$ cat config.mk
export PLATFORM = sky130hd
export DESIGN_NAME = script_escape_decoder
export DESIGN_NICKNAME = d
export VERILOG_FILES = /design/src/rtl/sed_pkg.sv /design/src/rtl/script_escape_decoder.sv /design/src/rtl/sed_front.sv /design/src/rtl/sed_queue.sv /design/src/rtl/sed_back.sv
export SDC_FILE = /design/constraint.sdc
export NUM_CORES = 1
export LEC_CHECK = 0
export CAP_MARGIN = 20
export CORE_UTILIZATION = 40
export CTS_BUF_LIST = sky130_fd_sc_hd__clkbuf_4
export CTS_CLUSTER_DIAMETER = 60
export DETAILED_ROUTE_END_ITERATION = 10
export DONT_BUFFER_PORTS = 1
export HOLD_SLACK_MARGIN = 0.06
export PLACE_DENSITY = 0.6
export SYNTH_ARGS = -nofsm -noshare
export SYNTH_HDL_FRONTEND = slang
export SYNTH_HIERARCHICAL = 1
export SYNTH_SLANG_ARGS = --single-unit
$ cat constraint.sdc
create_clock -name clk -period 5.6 [get_ports clk]
set_input_delay 1.4 -clock clk [delete_from_list [all_inputs] [get_ports clk]]
set_output_delay 1.4 -clock clk [all_outputs]
set_load 0.02 [all_outputs]
$ cat src/rtl/sed_pkg.sv
// ----------------------------------------------------------------------------
// sed_pkg
// Shared types, constants and helpers of the script escape decoder.
// ----------------------------------------------------------------------------
package sed_pkg;

  localparam int MAX_TOKEN = 512;
  localparam int LEN_W     = $clog2(MAX_TOKEN);
  localparam int Q_DEPTH   = 4;
  localparam int Q_AW      = $clog2(Q_DEPTH);

  localparam logic [6:0] WAIT_RESET = 7'd15;
  localparam logic [6:0] WAIT_MAX   = 7'd99;

  localparam logic [2:0] REG_DEFAULT_WAIT = 3'd0;

  localparam logic [2:0] MODE_NORMAL = 3'd0;
  localparam logic [2:0] MODE_ESCAPE = 3'd1;
  localparam logic [2:0] MODE_OCTAL  = 3'd2;
  localparam logic [2:0] MODE_WAIT0  = 3'd3;
  localparam logic [2:0] MODE_WAIT1  = 3'd4;

  localparam logic [2:0] END_NUL   = 3'd0;
  localparam logic [2:0] END_DASH  = 3'd1;
  localparam logic [2:0] END_SPACE = 3'd2;
  localparam logic [2:0] END_DELAY = 3'd3;
  localparam logic [2:0] END_FULL  = 3'd4;

  localparam logic [7:0] CH_NUL   = 8'h00;
  localparam logic [7:0] CH_DASH  = 8'h2D;
  localparam logic [7:0] CH_TILDE = 8'h7E;
  localparam logic [7:0] CH_N     = 8'h6E;
  localparam logic [7:0] CH_R     = 8'h72;
  localparam logic [7:0] CH_T     = 8'h74;
  localparam logic [7:0] CH_B     = 8'h62;
  localparam logic [7:0] CH_Q     = 8'h71;
  localparam logic [7:0] CH_S     = 8'h73;
  localparam logic [7:0] CH_X     = 8'h78;
  localparam logic [7:0] CH_C     = 8'h63;
  localparam logic [7:0] CH_D     = 8'h64;
  localparam logic [7:0] CH_W     = 8'h77;

  localparam logic [7:0] BYTE_LF    = 8'h0A;
  localparam logic [7:0] BYTE_CR    = 8'h0D;
  localparam logic [7:0] BYTE_TAB   = 8'h09;
  localparam logic [7:0] BYTE_BS    = 8'h08;
  localparam logic [7:0] BYTE_QMARK = 8'h3F;
  localparam logic [7:0] BYTE_SPACE = 8'h20;
  localparam logic [7:0] BYTE_XON   = 8'h11;

  typedef struct packed {
    logic             char_valid;
    logic [7:0]       out_char;
    logic             token_end;
    logic [2:0]       end_kind;
    logic             append_return;
    logic [6:0]       wait_seconds;
  } res_t;

  typedef struct packed {
    logic two;
    res_t r0;
    res_t r1;
  } op_t;

  typedef struct packed {
    logic [LEN_W-1:0] len;
    logic             no_ret;
  } tok_t;

  function automatic logic is_digit(input logic [7:0] c);
    return (c >= 8'h30) && (c <= 8'h39);
  endfunction

  function automatic logic is_space(input logic [7:0] c);
    return (c == 8'h20) || ((c >= 8'h09) && (c <= 8'h0D));
  endfunction

  function automatic logic tok_full(input tok_t t);
    return ({1'b0, t.len} + (LEN_W + 1)'(1)) >= (LEN_W + 1)'(MAX_TOKEN);
  endfunction

  function automatic res_t store_res(input tok_t t, input logic [7:0] b,
                                     input logic [6:0] w);
    res_t r;
    r.char_valid    = 1'b1;
    r.out_char      = b;
    r.token_end     = tok_full(t);
    r.end_kind      = tok_full(t) ? END_FULL : END_NUL;
    r.append_return = tok_full(t) & ~t.no_ret;
    r.wait_seconds  = w;
    return r;
  endfunction

  function automatic tok_t store_tok(input tok_t t);
    tok_t n;
    n = t;
    if (tok_full(t)) begin
      n = '0;
    end else begin
      n.len = t.len + LEN_W'(1);
    end
    return n;
  endfunction

  function automatic res_t finish_res(input logic [2:0] kind, input logic ret,
                                      input logic [6:0] w);
    res_t r;
    r.char_valid    = 1'b0;
    r.out_char      = 8'h00;
    r.token_end     = 1'b1;
    r.end_kind      = kind;
    r.append_return = ret;
    r.wait_seconds  = w;
    return r;
  endfunction

endpackage

$ cat src/rtl/script_escape_decoder.sv
// ----------------------------------------------------------------------------
// script_escape_decoder
// Decodes tilde escapes of a script string into token bytes and token ends.
// ----------------------------------------------------------------------------
// One character is taken per clock while the four-entry operation queue has
// room. A character gives zero, one or two results; the output register
// presents one result per clock while pop is high, so a character with two
// results holds the result side until both are popped. Write default_wait
// only while the block is idle.
module script_escape_decoder (
  input  logic        clk,
  input  logic        rst,
  input  logic        push,
  output logic        full,
  input  logic [7:0]  script_char,
  output logic        empty,
  input  logic        pop,
  output logic        char_valid,
  output logic [7:0]  out_char,
  output logic        token_end,
  output logic [2:0]  end_kind,
  output logic        append_return,
  output logic [6:0]  wait_seconds,
  output logic        last,
  input  logic        psel,
  input  logic        penable,
  input  logic        pwrite,
  input  logic [2:0]  paddr,
  input  logic [31:0] pwdata,
  output logic [31:0] prdata,
  output logic        pready
);

  logic           accept;
  logic [6:0]     default_wait;
  logic           reg_hit;
  logic           op_push;
  sed_pkg::op_t   op;
  sed_pkg::op_t   rd_op;
  logic           rd_en;
  logic           q_empty;
  sed_pkg::res_t  res;

  assign pready  = 1'b1;
  assign reg_hit = ({paddr[2], 2'b00} == sed_pkg::REG_DEFAULT_WAIT);
  assign prdata  = reg_hit ? {25'd0, default_wait} : 32'd0;

  always_ff @(posedge clk) begin
    if (rst) begin
      default_wait <= sed_pkg::WAIT_RESET;
    end else if (psel && penable && pwrite && pready && reg_hit) begin
      default_wait <= (pwdata[6:0] > sed_pkg::WAIT_MAX) ? sed_pkg::WAIT_MAX
                                                        : pwdata[6:0];
    end
  end

  assign accept = push && !full;

  sed_front u_front (
    .clk          (clk),
    .rst          (rst),
    .accept       (accept),
    .in_char      (script_char),
    .default_wait (default_wait),
    .op_push      (op_push),
    .op           (op)
  );

  sed_queue u_queue (
    .clk     (clk),
    .rst     (rst),
    .wr_en   (op_push),
    .wr_op   (op),
    .q_full  (full),
    .rd_en   (rd_en),
    .rd_op   (rd_op),
    .q_empty (q_empty)
  );

  sed_back u_back (
    .clk      (clk),
    .rst      (rst),
    .q_empty  (q_empty),
    .rd_op    (rd_op),
    .rd_en    (rd_en),
    .pop      (pop),
    .empty    (empty),
    .res      (res),
    .res_last (last)
  );

  assign char_valid    = res.char_valid;
  assign out_char      = res.out_char;
  assign token_end     = res.token_end;
  assign end_kind      = res.end_kind;
  assign append_return = res.append_return;
  assign wait_seconds  = res.wait_seconds;

endmodule

$ cat src/rtl/sed_front.sv
// ----------------------------------------------------------------------------
// sed_front
// Classifies each script character against the parser state and builds one
// operation of up to two results.
// ----------------------------------------------------------------------------
module sed_front (
  input  logic             clk,
  input  logic             rst,
  input  logic             accept,
  input  logic [7:0]       in_char,
  input  logic [6:0]       default_wait,
  output logic             op_push,
  output sed_pkg::op_t     op
);

  logic [2:0]          mode;
  logic [2:0]          mode_next;
  logic [7:0]          octal;
  logic [7:0]          octal_next;
  logic [1:0]          digits;
  logic [1:0]          digits_next;
  logic [6:0]          wait_val;
  logic [6:0]          wait_next;
  sed_pkg::tok_t       tok;
  sed_pkg::tok_t       tok_next;

  logic                do_store;
  logic [7:0]          store_b;
  logic                do_fin;
  logic [2:0]          fin_kind;
  logic                fin_ret;
  logic                do_normal;
  logic [1:0]          digits_inc;
  logic [10:0]         wait_mul;
  sed_pkg::res_t       rr;
  logic [1:0]          n;

  always_comb begin
    mode_next   = mode;
    octal_next  = octal;
    digits_next = digits;
    wait_next   = wait_val;
    tok_next    = tok;
    do_store    = 1'b0;
    store_b     = 8'h00;
    do_fin      = 1'b0;
    fin_kind    = sed_pkg::END_NUL;
    fin_ret     = 1'b0;
    do_normal   = 1'b0;
    digits_inc  = digits + 2'd1;
    wait_mul    = 11'(wait_val) * 11'd10 + 11'(in_char[3:0]);
    rr          = '0;
    n           = 2'd0;
    op          = '0;

    case (mode)
      sed_pkg::MODE_ESCAPE: begin
        mode_next = sed_pkg::MODE_NORMAL;
        if (sed_pkg::is_digit(in_char)) begin
          octal_next  = {5'd0, in_char[2:0]};
          digits_next = 2'd1;
          mode_next   = sed_pkg::MODE_OCTAL;
        end else begin
          case (in_char)
            sed_pkg::CH_NUL: begin
              do_fin  = 1'b1;
              fin_ret = ~tok.no_ret;
            end
            sed_pkg::CH_N: begin do_store = 1'b1; store_b = sed_pkg::BYTE_LF;    end
            sed_pkg::CH_R: begin do_store = 1'b1; store_b = sed_pkg::BYTE_CR;    end
            sed_pkg::CH_T: begin do_store = 1'b1; store_b = sed_pkg::BYTE_TAB;   end
            sed_pkg::CH_B: begin do_store = 1'b1; store_b = sed_pkg::BYTE_BS;    end
            sed_pkg::CH_Q: begin do_store = 1'b1; store_b = sed_pkg::BYTE_QMARK; end
            sed_pkg::CH_S: begin do_store = 1'b1; store_b = sed_pkg::BYTE_SPACE; end
            sed_pkg::CH_X: begin do_store = 1'b1; store_b = sed_pkg::BYTE_XON;   end
            sed_pkg::CH_C: tok_next.no_ret = 1'b1;
            sed_pkg::CH_D: begin
              do_fin   = 1'b1;
              fin_kind = sed_pkg::END_DELAY;
            end
            sed_pkg::CH_W: begin
              wait_next = default_wait;
              mode_next = sed_pkg::MODE_WAIT0;
            end
            default: begin
              do_store = 1'b1;
              store_b  = in_char;
            end
          endcase
        end
      end
      sed_pkg::MODE_OCTAL: begin
        if (sed_pkg::is_digit(in_char)) begin
          octal_next  = {octal[4:0], in_char[2:0]};
          digits_next = digits_inc;
          if (digits_inc == 2'd3) begin
            mode_next   = sed_pkg::MODE_NORMAL;
            digits_next = 2'd0;
            do_store    = 1'b1;
            store_b     = {octal[4:0], in_char[2:0]};
          end
        end else begin
          digits_next = 2'd0;
          do_store    = 1'b1;
          store_b     = octal;
          do_normal   = 1'b1;
        end
      end
      sed_pkg::MODE_WAIT0: begin
        if (sed_pkg::is_digit(in_char)) begin
          wait_next = {3'd0, in_char[3:0]};
          mode_next = sed_pkg::MODE_WAIT1;
        end else begin
          do_normal = 1'b1;
        end
      end
      sed_pkg::MODE_WAIT1: begin
        if (sed_pkg::is_digit(in_char)) begin
          wait_next = wait_mul[6:0];
          mode_next = sed_pkg::MODE_NORMAL;
        end else begin
          do_normal = 1'b1;
        end
      end
      default: do_normal = 1'b1;
    endcase

    // first event: flush or escape result
    if (do_store) begin
      rr       = sed_pkg::store_res(tok_next, store_b, wait_next);
      tok_next = sed_pkg::store_tok(tok_next);
      op.r0    = rr;
      n        = 2'd1;
    end else if (do_fin) begin
      op.r0    = sed_pkg::finish_res(fin_kind, fin_ret, wait_next);
      tok_next = '0;
      n        = 2'd1;
    end

    // then the character itself as plain text
    if (do_normal) begin
      mode_next = sed_pkg::MODE_NORMAL;
      do_fin    = 1'b1;
      if (in_char == sed_pkg::CH_NUL) begin
        fin_kind = sed_pkg::END_NUL;
      end else if (in_char == sed_pkg::CH_DASH) begin
        fin_kind = sed_pkg::END_DASH;
      end else if (sed_pkg::is_space(in_char)) begin
        fin_kind = sed_pkg::END_SPACE;
      end else begin
        do_fin = 1'b0;
      end
      if (do_fin) begin
        rr       = sed_pkg::finish_res(fin_kind, ~tok_next.no_ret, wait_next);
        tok_next = '0;
      end else if (in_char == sed_pkg::CH_TILDE) begin
        mode_next = sed_pkg::MODE_ESCAPE;
      end else begin
        rr       = sed_pkg::store_res(tok_next, in_char, wait_next);
        tok_next = sed_pkg::store_tok(tok_next);
      end
      if (do_fin || in_char != sed_pkg::CH_TILDE) begin
        if (n == 2'd0) begin
          op.r0 = rr;
        end else begin
          op.r1 = rr;
        end
        n = n + 2'd1;
      end
    end

    op.two  = (n == 2'd2);
    op_push = accept && (n != 2'd0);
  end

  always_ff @(posedge clk) begin
    if (rst) begin
      mode     <= sed_pkg::MODE_NORMAL;
      octal    <= 8'h00;
      digits   <= 2'd0;
      wait_val <= sed_pkg::WAIT_RESET;
      tok      <= '0;
    end else if (accept) begin
      mode     <= mode_next;
      octal    <= octal_next;
      digits   <= digits_next;
      wait_val <= wait_next;
      tok      <= tok_next;
    end
  end

endmodule

$ cat src/rtl/sed_queue.sv
// ----------------------------------------------------------------------------
// sed_queue
// Short operation queue between the classifier and the result sequencer.
// ----------------------------------------------------------------------------
module sed_queue (
  input  logic             clk,
  input  logic             rst,
  input  logic             wr_en,
  input  sed_pkg::op_t     wr_op,
  output logic             q_full,
  input  logic             rd_en,
  output sed_pkg::op_t     rd_op,
  output logic             q_empty
);

  sed_pkg::op_t              slots [sed_pkg::Q_DEPTH];
  logic [sed_pkg::Q_AW-1:0]  wr_ptr;
  logic [sed_pkg::Q_AW-1:0]  rd_ptr;
  logic [sed_pkg::Q_AW:0]    count;

  assign q_full  = (count == (sed_pkg::Q_AW + 1)'(sed_pkg::Q_DEPTH));
  assign q_empty = (count == '0);
  assign rd_op   = slots[rd_ptr];

  always_ff @(posedge clk) begin
    if (wr_en) begin
      slots[wr_ptr] <= wr_op;
    end
  end

  always_ff @(posedge clk) begin
    if (rst) begin
      wr_ptr <= '0;
      rd_ptr <= '0;
      count  <= '0;
    end else begin
      if (wr_en) begin
        wr_ptr <= wr_ptr + sed_pkg::Q_AW'(1);
      end
      if (rd_en) begin
        rd_ptr <= rd_ptr + sed_pkg::Q_AW'(1);
      end
      if (wr_en && !rd_en) begin
        count <= count + (sed_pkg::Q_AW + 1)'(1);
      end else if (!wr_en && rd_en) begin
        count <= count - (sed_pkg::Q_AW + 1)'(1);
      end
    end
  end

endmodule

$ cat src/rtl/sed_back.sv
// ----------------------------------------------------------------------------
// sed_back
// Result sequencer: takes one operation at a time and presents its results
// in order from an output register.
// ----------------------------------------------------------------------------
module sed_back (
  input  logic             clk,
  input  logic             rst,
  input  logic             q_empty,
  input  sed_pkg::op_t     rd_op,
  output logic             rd_en,
  input  logic             pop,
  output logic             empty,
  output sed_pkg::res_t    res,
  output logic             res_last
);

  logic          busy;
  logic          half;
  sed_pkg::op_t  cur;
  logic          done;

  assign empty    = ~busy;
  assign res      = half ? cur.r1 : cur.r0;
  assign res_last = ~cur.two | half;
  assign done     = busy && pop && res_last;
  assign rd_en    = !q_empty && (!busy || done);

  always_ff @(posedge clk) begin
    if (rd_en) begin
      cur <= rd_op;
    end
  end

  always_ff @(posedge clk) begin
    if (rst) begin
      busy <= 1'b0;
      half <= 1'b0;
    end else if (rd_en) begin
      busy <= 1'b1;
      half <= 1'b0;
    end else if (done) begin
      busy <= 1'b0;
      half <= 1'b0;
    end else if (busy && pop) begin
      half <= 1'b1;
    end
  end

endmodule

==> results of run 1 <==
[area by class of cell]
class	instances	area, µm²
antenna	1	2.502
clock buffer	101	758.2
clock inverter	19	118.9
fill	2744	16530
inverter	21	78.83
multi-input combinational	559	4468
sequential	263	7420
tap	390	488.0
timing repair buffer	16	170.2
[worst paths after layout]
check | startpoint | endpoint
worst max register to register | u_front/mode[1]$_SDFFE_PP0P_ | u_queue/slots[3][28]$_DFFE_PP_
worst min-delay path | default_wait[4]$_SDFFE_PP0P_ | default_wait[4]$_SDFFE_PP0P_
worst min register to register | default_wait[4]$_SDFFE_PP0P_ | default_wait[4]$_SDFFE_PP0P_
worst max-delay path | script_char[7] | u_queue/count[2]$_SDFFE_PP0P_
[critical path, stage by stage]
cell,delay (ns)
and3b_1,0.34
nand2_1,0.19
nor3_1,0.55
inv_1,0.26
ha_1,0.37
nor3_1,0.05
a211oi_1,0.20
buf_4,0.19
ha_1,0.18
inv_1,0.06
fa_1,0.37
xor2_1,0.15
or3_1,0.30
a21oi_1,0.13
[Yosys cell counts (4+ instances only)]
master      n
buf_12      4
mux2_2      4
nand3_1    19
dfxtp_1    48
clkbuf_1   19
ha_1       15
buf_6       6
xor2_1      9
or3_1       6
buf_1       4
mux2i_1    10
a22oi_1     9
xnor2_1    12
a211oi_1   10
mux2_4     18
nor3_1     27
a211o_1     6
nand2_1    49
nor2_1     75
and3_1      8
and2b_2     7
a32o_1      6
nor3b_1     6
a21oi_1    37
a31oi_1     7
nand4_1     6
o21a_1      5
and2_1     13
o211ai_1   11
edfxtp_1  215
mux4_2     40
buf_4      27
nor2b_1     7
buf_2      12
inv_1      20
o21ai_0    29
nor4_1      5
[power by group through the flow]
stage	sequential [W]	clock (W)	combinational, W
final	0.00266	0.00164	0.00126
after global routing	0.00269	0.00180	0.00137
after CTS	0.00266	0.00171	0.00129
after detailed placement	0.00270	0	0.00129
after global placement	0.00269	0	0.00128
after floorplan	0.00268	0	0.00109
[cells in the final DEF (no fill, tap or decap), types with 5 or more instances in the layout]
cell,count
a211o_1,6
a211oi_1,10
a21oi_1,37
a22oi_1,9
a31oi_1,7
a32o_1,6
and2_1,9
and2b_2,7
and3_1,8
buf_4,12
clkbuf_4,101
clkinv_1,10
conb_1,26
dfxtp_1,46
edfxtp_1,215
ha_1,15
inv_1,20
mux2_4,18
mux2i_1,10
mux4_2,40
nand2_1,49
nand3_1,19
nand4_1,6
nor2_1,74
nor2b_1,7
nor3_1,27
nor3b_1,6
nor4_1,5
o211ai_1,11
o21a_1,5
o21ai_0,29
or3_1,6
xnor2_1,12
xor2_1,9
[stage by stage]
stage,instance area [µm²],util [%]
final,13500,44.97
after CTS,13500,44.96
after global placement,12620,42.04
after detailed placement,12620,42.04
after global routing,13500,44.97
after floorplan,12450,-
[layer usage]
metal / share of wire [%] / wire length [µm] / track usage (%)
met3: 6.9 / 1800 / 3.835
met4: 2.0 / 518 / 6.731
met1: 45 / 11550 / 22.89
met5: 0 / 0 / 0
met2: 46 / 12030 / 26.37
[cells by family (layout without fill, tap and decap cells)]
kind of cell / Yosys count / in the layout / synth area share, %
AOI/OAI and AO/OA: 166 / 166 / 9.720
xor gates and xnor gates: 21 / 21 / 1.488
adders and majority gates: 19 / 19 / 2.086
buffers and inverters: 93 / 157 / 4.657
DFF: 263 / 263 / 60.02
muxes: 75 / 75 / 11.29
other: 2 / 27 / 0.06077
and+or+nand+nor: 252 / 252 / 10.68
[state kept, by name (all words and copies together) (netlist names), 2 cells and up, named ones only]
| name | flops |
|---|---|
| u_queue/rd_ptr | 2 |
| u_front/tok | 10 |
| u_front/wait_val | 7 |
| u_back/cur | 43 |
| u_queue/slots | 172 |
| u_front/mode | 3 |
| u_queue/count | 3 |
| u_front/octal | 8 |
| u_queue/wr_ptr | 2 |
| default_wait | 7 |
| u_front/digits | 2 |
==> results.json, run 1 <==
{
  "finalNonFillerCells": 1370,
  "synth_edf_count": 215,
  "worst_ep_arrival_time_ns": 4.76,
  "drc": 0,
  "cts_resized": 0,
  "core_area_um2": 30030,
  "cts_root_buffer": "clkbuf_4",
  "crit_path_max_fanout": 9,
  "clk_path_buf_depth": 3,
  "whs_ns": 0.4874,
  "reg2regPathDepth": 8,
  "worst_ir_drop_vdd_v": 0.0001821,
  "fin_total_pwr_w": 0.005556,
  "dp.cells": 1249,
  "antenna_found_initial": 1,
  "fin_setup_tns_ns": 0,
  "dpl.hpwl_um": 16630,
  "grt-ovfl-total": 0,
  "hold_violations": 0,
  "pre_cts_slack_ns": 0.7846,
  "wl_um": 25900,
  "rsz0062_at_grt": "no",
  "synth_seq_cells": 263,
  "p_switching_w": 0.001602,
  "sw_frac_of_total_pct": 28.83,
  "slew_headroom_pct": 27.86,
  "period_share_pct": 74.79,
  "grt_usage_pct": 16.92,
  "cts_tree": "yes",
  "clock_power_share_pct": 29.6,
  "antenna_left": 0,
  "synth_area_per_cell_um2": 13.87,
  "setup_viol": 0,
  "grt_max_degree": 47,
  "floorplan.initialDensity_pct": 41.15,
  "period_needed_ns": 4.188,
  "leakage_nw": 4.702,
  "htree_levels": 3,
  "viasPerCell": 5.537,
  "fmax_ghz": 0.2388,
  "clock_sinks": 263,
  "fp.dieH_um": 177.8,
  "intPower_w": 0.003954,
  "path_clk_slew_ns": 0.06,
  "drtPass1Iterations": 5,
  "powerDensity_nw_per_um2": 411.4,
  "vias": 7586,
  "grt_pass1_vias": 7360,
  "netlist_area_um2": 12360,
  "ys_async_sr_fraction_pct": 0,
  "finalClockSkew_ns": 0.04046,
  "wl_per_cell_um": 18.91,
  "die_width_um": 177.8,
  "slew_viol_final": 0,
  "clkLatencyLatePin_ns": 0.68,
  "synth_cell_types": 87,
  "endpoint_kind": "register",
  "holdCritPathClass": "reg -> reg",
  "cap_violations": 0,
  "synth_ff_type": "edfxtp_1",
  "routabilityCongestion": 0.8810,
  "netlist_top_cells_area": "edfxtp_1 (52%), dfxtp_1 (7.8%), mux4_2 (7.3%)",
  "drt-initial-drc-count": 576,
  "syn_inst": 891,
  "post_cts_buffers": 0,
  "worstSetupPathType": "in -> reg",
  "seqPwrFrac_pct": 47.8,
  "startpoint_type": "input port",
  "synth_warnings": 6,
  "nets": 1000,
  "required_ns": 6.18,
  "synth_top_area_cell": "edfxtp_1",
  "port_buffers": 0,
  "io_pins": 107,
  "min_path_cells": 2,
  "dieArea_um2": 31600,
  "outcome": "complete, no violations",
  "ctsHoldBuffers": 0,
  "layout-drive-gt1-share_pct": 22.37,
  "grt_pass1_wl_um": 40670,
  "row_count": 63,
  "syn_to_final_growth_pct": 9.274,
  "tightest_slew_ns": 1.069,
  "ys_seq_area_share_pct": 60.02,
  "r2r_setup_slack_ns": 1.82,
  "synth.top_cell.area_share_pct": 52.24,
  "cts_made_buffers": 71,
  "fin_ws_ns": 1.412,
  "comb_power_share_pct": 22.6
}
No activity file was read; power rests on OpenSTA's default activity.
==> run 2, diff against run 1 <==
PLACE_DENSITY = 0.62   (was 0.6)
clock period = 3.5 ns   (was 5.6 ns; I/O delays follow)
==> run 2 against run 1 <==
  * Via count up 1.6%
  * Core utilization up 1.5 points
  * Sequential power up 61%
  * Final cell count up 3.7%
  * Non-clock buffer count up 48
  * Critical path depth down 1
  * Global-route usage up 0.38 points
  * Clock power up 64%
  * Flip-flop and latch count unchanged
  * Worst setup slack worse by 0.95 ns
  * Largest power group unchanged
==> results.json, run 2 (synthesis gave the netlist of run 1 again) <==
{
  "critPathSlowestCell": "dfxtp_1",
  "fin_setup_tns_ns": 0,
  "required_ns": 4.07,
  "floorplan.initialDensity_pct": 41.15,
  "cts_tree": "yes",
  "layout-drive-gt1-share_pct": 26.50,
  "rsz0062_at_grt": "no",
  "use_met1_pct": 23.70,
  "outcome": "complete, no violations",
  "period_share_pct": 86.82,
  "p_switching_w": 0.002587,
  "cts_root_buffer": "clkbuf_4",
  "core_area_um2": 30030,
  "vias": 7706,
  "io_pins": 107,
  "leakage_nw": 4.976,
  "drt-initial-drc-count": 707,
  "final_common_cell": "edfxtp_1",
  "path_clk_slew_ns": 0.07,
  "nFillCells": 2673,
  "startpoint_type": "register",
  "largest_registers": "u_queue/slots: 172 flops, u_back/cur: 43 flops, u_front/tok: 10 flops",
  "powerDensity_nw_per_um2": 645.7,
  "period_needed_ns": 3.039,
  "cp_slowest_stage_delay_ns": 0.49,
  "tightest_slew_ns": 0.9272,
  "antenna_found_initial": 1,
  "clk_path_buf_depth": 3,
  "fin_ws_ns": 0.4614,
  "viasPerCell": 5.423,
  "worst_ep_arrival_time_ns": 3.61,
  "clock_power_share_pct": 29.8,
  "worstSetupPathType": "reg -> reg",
  "post-route-util_pct": 46.44,
  "ctsHoldBuffers": 0,
  "holdCritPathClass": "in -> reg",
  "dieArea_um2": 31600,
  "post_cts_buffers": 0,
  "fp.dieH_um": 177.8,
  "mostFrequentLayoutCells": "edfxtp_1 (215), clkbuf_4 (99), nor2_1 (74), buf_4 (59), nand2_1 (49)",
  "syn_to_final_growth_pct": 12.87,
  "antenna_left": 0,
  "busiest_layer": "met2",
  "fmax_ghz": 0.3291,
  "worst_ir_drop_vdd_v": 0.0003550,
  "cts_made_buffers": 69,
  "grt_pass1_wl_um": 41590,
  "grt_max_degree": 46,
  "clock_sinks": 263,
  "seqPwrFrac_pct": 47.5,
  "die_width_um": 177.8,
  "intPower_w": 0.006419,
  "slew_viol_final": 0,
  "wl_um": 26230,
  "largest_register": "u_queue/slots",
  "htree_levels": 3,
  "clkLatencyLatePin_ns": 0.67,
  "grt_pass1_vias": 7684,
  "wl_per_cell_um": 18.46,
  "largest_reg_flops": 172,
  "row_count": 63,
  "drc": 0,
  "drtPass1Iterations": 5,
  "endpoint_kind": "register",
  "grt-ovfl-total": 0,
  "slew_headroom_pct": 37.92,
  "routabilityCongestion": 0.8807,
  "cap_violations": 0,
  "cts_resized": 0,
  "crit_path_max_fanout": 11,
  "hold_violations": 0,
  "cp_common_cell": "inv_2",
  "grt_usage_pct": 17.30,
  "sw_frac_of_total_pct": 28.73,
  "fin_total_pwr_w": 0.009006,
  "comb_power_share_pct": 22.6,
  "globalRouteMet3Util_pct": 3.535,
  "met2_usage_pct": 27.28,
  "cp_cell_sequence": "or3b_1 > a31oi_4 > a21oi_4 > inv_2 > ha_4 > nor3_2 > a211oi_2 > ha_2 > inv_2 > fa_2 > xor2_1 > or3_1 > a21oi_1",
  "setup_viol": 0,
  "finalClockSkew_ns": 0.04732,
  "port_buffers": 0,
  "dpl.hpwl_um": 17570,
  "pre_cts_slack_ns": 0.03580,
  "nets": 1046
}
## run 2: area by class of cell
class / count / area, µm² / share of cell area (%)
diodes: 1 / 2.502 / 0.01794
clock buffers: 99 / 743.2 / 5.328
clock inverters: 24 / 166.4 / 1.193
inverters: 21 / 78.83 / 0.5651
multi-input cells: 559 / 4507 / 32.31
flip-flops and latches: 263 / 7420 / 53.19
well taps: 390 / 488.0 / 3.498
repair buffers: 64 / 543.0 / 3.893
## run 2: metrics by stage
step / hold WS [ns] / instance area [µm²] / cells
final: 0.2882 / 13950 / 1421
after global routing: 0.2416 / 13950 / 1421
after CTS: 0.2301 / 13950 / 1420
after detailed placement: 0.4791 / 13040 / 1297
after global placement: 0.4734 / 13040 / 1297
after floorplan: 0.4410 / 12510 / 915
## run 2: critical path: cells and delay by family, from the launching register on
family | cells | cell delay, ns
fa+ha+maj | 3 | 0.73
flops | 1 | 0.49
xor+xnor | 1 | 0.15
compound gates | 4 | 0.67
simple gates | 3 | 0.82
buf+inv | 2 | 0.12
## run 2: worst paths after layout
| kind | startpoint | cells after the start | endpoint | slack (ns) |
|---|---|---|---|---|
| worst min-delay path | rst | 1 | register | 0.29 |
| worst min register to register | default_wait[4]$_SDFFE_PP0P_ | 2 | default_wait[4]$_SDFFE_PP0P_ | 0.48 |
| worst max register to register | u_front/mode[1]$_SDFFE_PP0P_ | 13 | u_queue/count[2]$_SDFFE_PP0P_ | 0.46 |
| worst max-delay path | u_front/mode[1]$_SDFFE_PP0P_ | 13 | u_queue/count[2]$_SDFFE_PP0P_ | 0.46 |
## run 2: metal layers
metal,share of wire [%],routed length (µm)
met3,5.5,1443
met4,1.6,423
met1,46,12160
met2,47,12210
met5,0,0
## run 2: power by group through the flow
| stage | clock (W) | sequential, W | combinational [W] |
|---|---|---|---|
| finish | 0.00269 | 0.00428 | 0.00204 |
| global route | 0.00295 | 0.00434 | 0.00223 |
| floorplan | 0 | 0.00427 | 0.00176 |
| CTS | 0.00279 | 0.00429 | 0.00209 |
| global placement | 0 | 0.00434 | 0.00206 |
| detailed placement | 0 | 0.00436 | 0.00209 |
==> run 3, diff against run 2 <==
RECOVER_POWER = 100   (was default)
==> run 3 against run 2 <==
  * The flow now finishes with violations (capacitance limit, slew limit)
  * Clock skew hardly changed
  * Sequential power hardly changed
  * Critical path depth is 3 lower
  * Die area did not move
  * Final cell count stayed put
  * Global-route usage did not move
  * Total power fell by 1.5%
  * Register-to-register slack got worse by 0.13 ns
  * Worst setup slack worse by 0.13 ns
  * Combinational power shrank 6%
  * Critical path type unchanged
  * Flip-flop and latch count did not move
==> results.json, run 3 (synthesis gave the netlist of run 1 again) <==
{
  "dpl.hpwl_um": 17570,
  "floorplan.initialDensity_pct": 41.15,
  "cts_made_buffers": 69,
  "final_common_cell": "edfxtp_1",
  "viasPerCell": 5.441,
  "crit-reg2reg-launch": "u_front/mode[1]$_SDFFE_PP0P_",
  "nFillCells": 2714,
  "rr_endpoint": "u_queue/slots[3][32]$_DFFE_PP_",
  "startpoint_type": "register",
  "cp_cell_sequence": "or3b_1 > a21oi_1 > buf_4 > o211a_1 > o21ai_1 > a211oi_4 > and4_4 > nor2_1 > o21bai_1 > clkbuf_1",
  "die_width_um": 177.8,
  "period_needed_ns": 3.173,
  "htree_levels": 3,
  "leakage_nw": 4.843,
  "clock_sinks": 263,
  "crit_end": "u_queue/slots[3][32]$_DFFE_PP_",
  "vias": 7731,
  "drt-initial-drc-count": 702,
  "multi_input_area_um2": 4390,
  "critPathSlowestCell": "or3b_1",
  "antenna_found_initial": 1,
  "slew_headroom_pct": -27.56,
  "setup_viol": 0,
  "antenna_left": 0,
  "worst_ep_arrival_time_ns": 3.62,
  "r2r_setup_slack_ns": 0.33,
  "holdCritPathClass": "in -> reg",
  "worst_ir_drop_vdd_v": 0.0003413,
  "finalClockSkew_ns": 0.04755,
  "cp-startpoint": "u_front/mode[1]$_SDFFE_PP0P_",
  "path_clk_slew_ns": 0.06,
  "layout-drive-gt1-share_pct": 21.36,
  "fp.dieH_um": 177.8,
  "cp_slowest_stage_delay_ns": 0.48,
  "tightest_slew_ns": 1.913,
  "clk_path_buf_depth": 3,
  "cts_root_buffer": "clkbuf_4",
  "reg2regPathDepth": 10,
  "nets": 1046,
  "grt_usage_pct": 17.30,
  "finalNonFillerCells": 1421,
  "outcome": "finished with violations",
  "grt-ovfl-total": 0,
  "violations": "capacitance limit, slew limit",
  "ctsHoldBuffers": 0,
  "register_area_um2": 7418,
  "rsz0062_at_grt": "no",
  "fmax_ghz": 0.3152,
  "worstSetupPathType": "reg -> reg",
  "powerDensity_nw_per_um2": 645.2,
  "largest_register": "u_queue/slots",
  "grt_pass1_vias": 7684,
  "wl_per_cell_um": 18.52,
  "mostFrequentLayoutCells": "edfxtp_1 (215), clkbuf_4 (99), nor2_1 (74), nand2_1 (49), dfxtp_1 (47)",
  "grt_max_degree": 46,
  "core_area_um2": 30030,
  "drtPass1Iterations": 5,
  "cts_tree": "yes",
  "hold_violations": 0,
  "wl_um": 26320,
  "largest_reg_flops": 172,
  "row_count": 63,
  "dieArea_um2": 31600,
  "crit_path_max_fanout": 11,
  "dp.cells": 1297,
  "grt_pass1_wl_um": 41590,
  "syn_to_final_growth_pct": 11.24,
  "fin_setup_tns_ns": 0,
  "routabilityCongestion": 0.8807,
  "endpoint_kind": "register",
  "io_pins": 107,
  "largest_registers": "u_queue/slots: 172 flops, u_back/cur: 43 flops, u_front/tok: 10 flops",
  "cap_violations": 2,
  "slew_viol_final": 45,
  "drc": 0,
  "clkLatencyLatePin_ns": 0.67,
  "period_share_pct": 90.65,
  "post_cts_buffers": 0,
  "required_ns": 3.95,
  "cts_resized": 0,
  "port_buffers": 0
}
==> run 3: worst min path at each step <==
stage,startpoint,endpoint,slack (ns),cells past startpoint
CTS,rst,u_front/octal[7]$_SDFFE_PP0P_,0.23,1
global route,rst,register,0.25,1
detailed placement,default_wait[4]$_SDFFE_PP0P_,default_wait[4]$_SDFFE_PP0P_,0.48,2
floorplan,default_wait[4]$_SDFFE_PP0P_,default_wait[4]$_SDFFE_PP0P_,0.44,2
finish,rst,register,0.30,1
global placement,u_front/wait_val[6]$_SDFFE_PP0P_,u_front/wait_val[6]$_SDFFE_PP0P_,0.47,2
==> run 3: routing by layer <==
metal,GRT usage [%],share of wire [%]
met3,3.535,6.1
met2,27.28,46
met5,0,0
met1,23.70,46
met4,6.054,2.0
==> run 3: critical path: cells and delay by family, from the launching register on <==
kind                   cells  cell delay, ns
AO/OA/AOI/OAI              5            1.34
AND/OR/NAND/NOR            3            0.83
buffers and inverters      2            0.42
flip-flops                 1            0.39
==> run 3: power breakdown <==
group	switching, W	internal [W]
registers	0.000200	0.00408
clock network	0.00122	0.00146
logic	0.00115	0.000758
total	0.00257	0.00630
==> run 3: through the flow <==
stage / power (W) / util [%] / setup WS [ns] / hold slack (ns) / cell area (µm²)
floorplan: 0.006029 / - / -0.2618 / 0.4410 / 12510
global placement: 0.006397 / 43.41 / 0.06464 / 0.4734 / 13040
detailed placement: 0.006444 / 43.41 / 0.03580 / 0.4791 / 13040
CTS: 0.009174 / 46.44 / 0.4576 / 0.2301 / 13950
global route: 0.009390 / 45.77 / 0.1429 / 0.2489 / 13750
finish: 0.008870 / 45.77 / 0.3273 / 0.3018 / 13750
==> run 3: cell type report <==
class	instances	share of cell area, %
inverter	21	0.5734
sequential	263	53.96
clock buffer	99	5.406
tap	390	3.550
timing repair buffer	64	3.340
multi-input combinational	559	31.94
clock inverter	24	1.211
antenna	1	0.01820
